--- src/rtl/wldos_pkg.sv ---
// Shared types, codes and constants of the Wang-Landau histogram unit.
`timescale 1ns / 1ps
package wldos_pkg;

  localparam int MAX_BINS_DEF = 1024;
  localparam int HIT_W        = 32;
  localparam int DOS_W        = 48;
  localparam int FRAC_W       = 17;
  localparam int DIV_W        = 32;
  localparam int DIVR_W       = 31;
  localparam int CFG_W        = 32;
  localparam int CFG_IDX_W    = 3;

  localparam logic signed [31:0] EMIN_RST  = 32'sd0;
  localparam logic signed [31:0] EMAX_RST  = 32'sh7FFF_FFFF;
  localparam logic [30:0]        BINW_RST  = 31'd65536;
  localparam logic [10:0]        BINS_RST  = 11'd1024;
  localparam logic [31:0]        MODF_RST  = 32'd16777216;
  localparam logic [16:0]        FRAC_RST  = 17'd52429;

  localparam logic [1:0] KIND_UPDATE = 2'd0;
  localparam logic [1:0] KIND_CHECK  = 2'd1;
  localparam logic [1:0] KIND_CLEAR  = 2'd2;

  localparam logic [1:0] RS_IN    = 2'd0;
  localparam logic [1:0] RS_BELOW = 2'd1;
  localparam logic [1:0] RS_ABOVE = 2'd2;

  localparam logic [CFG_IDX_W-1:0] REG_EMIN = 3'd0;
  localparam logic [CFG_IDX_W-1:0] REG_EMAX = 3'd1;
  localparam logic [CFG_IDX_W-1:0] REG_BINW = 3'd2;
  localparam logic [CFG_IDX_W-1:0] REG_BINS = 3'd3;
  localparam logic [CFG_IDX_W-1:0] REG_MODF = 3'd4;
  localparam logic [CFG_IDX_W-1:0] REG_FRAC = 3'd5;

  localparam logic signed [DOS_W-1:0] DOS_MAX = 48'sh7FFF_FFFF_FFFF;

  typedef struct packed {
    logic [1:0]         kind;
    logic signed [31:0] energy;
  } req_t;

  typedef struct packed {
    logic [9:0]               bin_index;
    logic [1:0]               range_status;
    logic                     first_visit;
    logic signed [DOS_W-1:0]  dos_value;
    logic                     flat;
    logic [10:0]              bins_failing;
    logic [15:0]              not_improved_count;
    logic [15:0]              refresh_count;
    logic [31:0]              below_count;
    logic [31:0]              above_count;
  } rsp_t;

endpackage

--- src/rtl/wldos_div.sv ---
// Restoring divider, one quotient bit per cycle.
`timescale 1ns / 1ps
module wldos_div import wldos_pkg::*; (
  input  logic              clk,
  input  logic              rst,
  input  logic              go,
  input  logic [DIV_W-1:0]  dividend,
  input  logic [DIVR_W-1:0] divisor,
  output logic              done,
  output logic [DIV_W-1:0]  quotient
);
  localparam int CW = $clog2(DIV_W + 1);

  logic [DIVR_W-1:0] dsr;
  logic [DIVR_W-1:0] rem;
  logic [CW-1:0]     cnt;
  logic              run;
  logic [DIV_W-1:0]  trial;
  logic              take;

  assign trial = {rem, quotient[DIV_W-1]};
  assign take  = trial >= {1'b0, dsr};

  always_ff @(posedge clk) begin
    if (rst) begin
      run  <= 1'b0;
      done <= 1'b0;
      cnt  <= '0;
    end else begin
      done <= 1'b0;
      if (go) begin
        run      <= 1'b1;
        cnt      <= '0;
        quotient <= dividend;
        dsr      <= divisor;
        rem      <= '0;
      end else if (run) begin
        if (take) begin
          rem <= DIVR_W'(trial - {1'b0, dsr});
        end else begin
          rem <= trial[DIVR_W-1:0];
        end
        quotient <= {quotient[DIV_W-2:0], take};
        cnt      <= cnt + CW'(1);
        if (cnt == CW'(DIV_W - 1)) begin
          run  <= 1'b0;
          done <= 1'b1;
        end
      end
    end
  end

  assert property (@(posedge clk) disable iff (rst) done |-> !run);
endmodule
--- config.mk ---
export PLATFORM = sky130hd
export DESIGN_NAME = wldos_div
export DESIGN_NICKNAME = d
export VERILOG_FILES = /design/src/rtl/wldos_pkg.sv /design/src/rtl/wldos_div.sv
export SDC_FILE = /design/constraint.sdc
export NUM_CORES = 1
export LEC_CHECK = 0
export BUFFER_PORTS_ARGS = -buffer_cell sky130_fd_sc_hd__buf_4
export CORE_ASPECT_RATIO = 0.75
export CORE_MARGIN = 4
export CORE_UTILIZATION = 25
export DETAILED_ROUTE_END_ITERATION = 8
export MAX_ROUTING_LAYER = met4
export PLACE_DENSITY = 0.46
export SETUP_SLACK_MARGIN = 0.4
export SLEW_MARGIN = 20
export SYNTH_ARGS = -nofsm -noshare
export SYNTH_HDL_FRONTEND = slang
export SYNTH_SLANG_ARGS = --single-unit
--- constraint.sdc ---
create_clock -name clk -period 4.6 [get_ports clk]
set_clock_uncertainty 0.1 [all_clocks]
set_input_delay 0.46 -clock clk [delete_from_list [all_inputs] [get_ports clk]]
set_output_delay 0.46 -clock clk [all_outputs]
set_load 0.01 [all_outputs]
==> summary.txt <==
Status
  • Outcome: finished clean

Layout
  • Multi-input logic area: 0.002585 sq mm
  • Number of fill cells: 2,373
  • Synth-to-Final Area Change: 23.85%
  • Most common cell after layout, fill and taps aside: buf_4
  • Most frequent cells in the layout: buf_4, edfxtp_1, nor2_1, inv_1
  • Share of post-route cells with drive strength above 1: 28.62%
  • Nets: 702
  • Register area: 0.002983 sq mm
  • ANT cells: 0

Power
  • Peak VDD IR: 168.3 uV
  • Sequential power share: 43.6%
  • Comb power frac: 25.5%
  • Sw Ratio: 30.35%
  • PD cells: 363.1 mW/mm^2
  • Int Power: 1.822 mW
  • Net Switching: 794.0 uW
  • Leakage: 2.912 nW
  • Clock share of power: 30.9%

Floorplan
  • Die X: 184.1 um
  • # rows: 48
  • Core Box Area: 0.02294 sq mm
  • Die Y: 140.1 um
  • Starting density of the core: 25.35%
  • Total I/O pin count: 99
  • Die area: 0.02580 sq mm

STA
  • Slew headroom: 38.79%
  • Final setup viols: 0
  • Worst-Margin Slew: 0.9147 ns
  • RSZ-0062 raised after global routing: false
  • Peak Freq: 276.6 MHz
  • Setup Total Neg Slack: 0 ns
  • Final worst-path setup slack: 0.9851 ns
  • Count of final hold-check violations: 0
  • Tcrit/Tclk final: 78.58%
  • Tmin final: 3.615 ns
  • Hold Slack: 0.1756 ns
  • Final max-slew violation count: 0

Routing
  • Drt first pass iters: 7
  • Initial DRC count: 189
  • # DRC: 0
  • Vias/cell: 4.506
  • Vias post-DR: 4,091
  • Avg WL per Cell: 15.18 um
  • Routed Antenna Nets: 0
  • Total Wirelength: 13.79 mm

GRT
  • Initial antenna violation count: 0
  • Global Route Usage Sum: 11.10%
  • First-pass GRT wire length: 22.42 mm
  • Largest net degree at the start of global routing: 65
  • Vias in the first global route: 4,354
  • Aggregate global routing overflow: 0

Logic synthesis
  • Main flop type after synthesis: edfxtp_1
  • Async SR Flop Fraction: 0%
  • Mapped Nets: 607
  • Post-synth EDFFs: 94
  • Sequential fraction of the synthesis area: 51.28%
  • Mapped Area: 0.005817 sq mm
  • Mean Syn Cell Area: 11.45 sq um
  • Synth warn: 0
  • Cell variety after synth: 60
  • Post-Syn Instances: 508
  • Seq cells post-synth: 102

Critical path
  • Delay-heaviest family, CP: compound AO/OA/AOI/OAI gates
  • CP max FO: 32
  • CP peak stage delay: 0.72 ns
  • Crit path launch: quotient[31]$_DFFE_PP_
  • WP data arrival: 3.59 ns
  • Critical path buffers and inverters: 2
  • Cells along the critical path: inv_1 > ha_1 > fa_1 > nor2b_1 > o31a_1 > o211ai_2 > nand3_1 > o21ai_2 > o21ai_4 > buf_4 > mux2i_1 > nor2_1
  • Critical path type: reg -> reg
  • Reg-to-reg startpoint: quotient[31]$_DFFE_PP_
  • Critical path launch point type: flop
  • Crit-path slowest cell: o21ai_4
  • Required time worst endpoint: 4.58 ns
  • Crit. End Element: flop

Clock tree
  • Clock Path Buffers: 2
  • CTS tree: done
  • CTS root buffer: clkbuf_16
  • Clk Latency, worst-skew pair: 0.36 ns
  • Number of setup buffers added after CTS: 0
  • Post-CTS sizing: 0
  • CTS Buf Count: 9
  • CTS Hold Bufs: 0
  • H-tree Lvls: 3
  • Clock-pin slew on the worst setup and hold paths: 0.08 ns
  • Clock sinks: 102

Placed design
  • GP Congestion: 0.8374
  • Setup WS pre-CTS: 0.9345 ns
  • # port buffers: 98
  • Post-DP HPWL: 10.19 mm

Hold path
  • Hold Crit Class: in -> reg
  • Hold_sp: divisor[13]

Job
  • Max_cap viols: 0
-- layer usage --
| metal | up-vias | routed length, um | share of wire, % | global-route usage, % |
|---|---|---|---|---|
| li1 | 2071 | - | - | - |
| met5 | - | 0 | 0 | - |
| met1 | 1954 | 7101 | 52 | 15.61 |
| met3 | 2 | 464 | 3.4 | 2.388 |
| met4 | 0 | 68 | 0.49 | 3.151 |
| met2 | 64 | 6150 | 45 | 16.14 |
-- cell type report --
class	instances	area share [%]
Clock buffer	10	3.473
Tap cell	300	5.210
Timing Repair Buffer	104	11.01
Sequential cell	102	41.40
Multi-Input combinational cell	344	35.88
Inverter	42	2.188
Clock inverter	6	0.8336
-- synthesized netlist by cell type (14+ instances only) --
library cell | instances | area (sq um)
edfxtp_1 | 94 | 2823
nor2_1 | 49 | 183.9
inv_1 | 41 | 153.9
ha_1 | 32 | 400.4
mux2_2 | 32 | 360.4
a21oi_1 | 26 | 130.1
nand2_1 | 23 | 86.33
o21ai_0 | 16 | 80.08
xnor2_1 | 16 | 140.1
mux2i_1 | 15 | 150.1
a21o_1 | 14 | 105.1
nand3_1 | 14 | 70.07
-- power groups by stage --
stage          registers (mW)  clock network, mW  logic [mW]
2_1_floorplan            1.16                  0       0.484
3_3_place_gp             1.16                  0       0.668
3_5_place_dp             1.16                  0       0.672
4_1_cts                  1.14              0.844       0.677
5_1_grt                  1.15              0.883       0.748
6_report                 1.14              0.808       0.668
-- kinds of logic (layout without fill, tap and decap cells) --
logic type / Yosys count / in the layout / synth area share, %
AOI/OAI and AO/OA: 114 / 114 / 14.20
xor gates and xnor gates: 25 / 25 / 3.764
adders and majority gates: 33 / 33 / 7.227
buffers and inverters: 62 / 162 / 4.517
DFF: 102 / 102 / 51.28
muxes: 47 / 47 / 8.776
and+or+nand+nor: 125 / 125 / 10.24
-- sequential cells by signal, summed over array words and instances (netlist names) --
| signal | cells |
|---|---|
| done | 1 |
| quotient | 32 |
| dsr | 31 |
| cnt | 6 |
| rem | 31 |
| run | 1 |
-- stage by stage --
stage | instances | cell area [sq um] | utilization, % | total power [mW]
after detailed placement | 892 | 6894 | 30.05 | 1.835
after CTS | 908 | 7204 | 31.40 | 2.663
after floorplan | 508 | 5821 | - | 1.646
after global routing | 908 | 7204 | 31.40 | 2.782
final | 908 | 7204 | 31.40 | 2.616
after global placement | 892 | 6894 | 30.05 | 1.828
-- path summary, 6_finish.rpt --
check | depth (start not counted) | endpoint | slack (ns)
setup / recovery | 12 | rem[18]$_SDFFCE_PP0P_ | 0.99
hold / removal | 1 | dsr[13]$_DFFE_PP_ | 0.18
hold reg to reg | 1 | done$_SDFF_PP0_ | 0.40
setup reg to reg | 12 | rem[18]$_SDFFCE_PP0P_ | 0.99
Power figures use the tool's default switching activity.
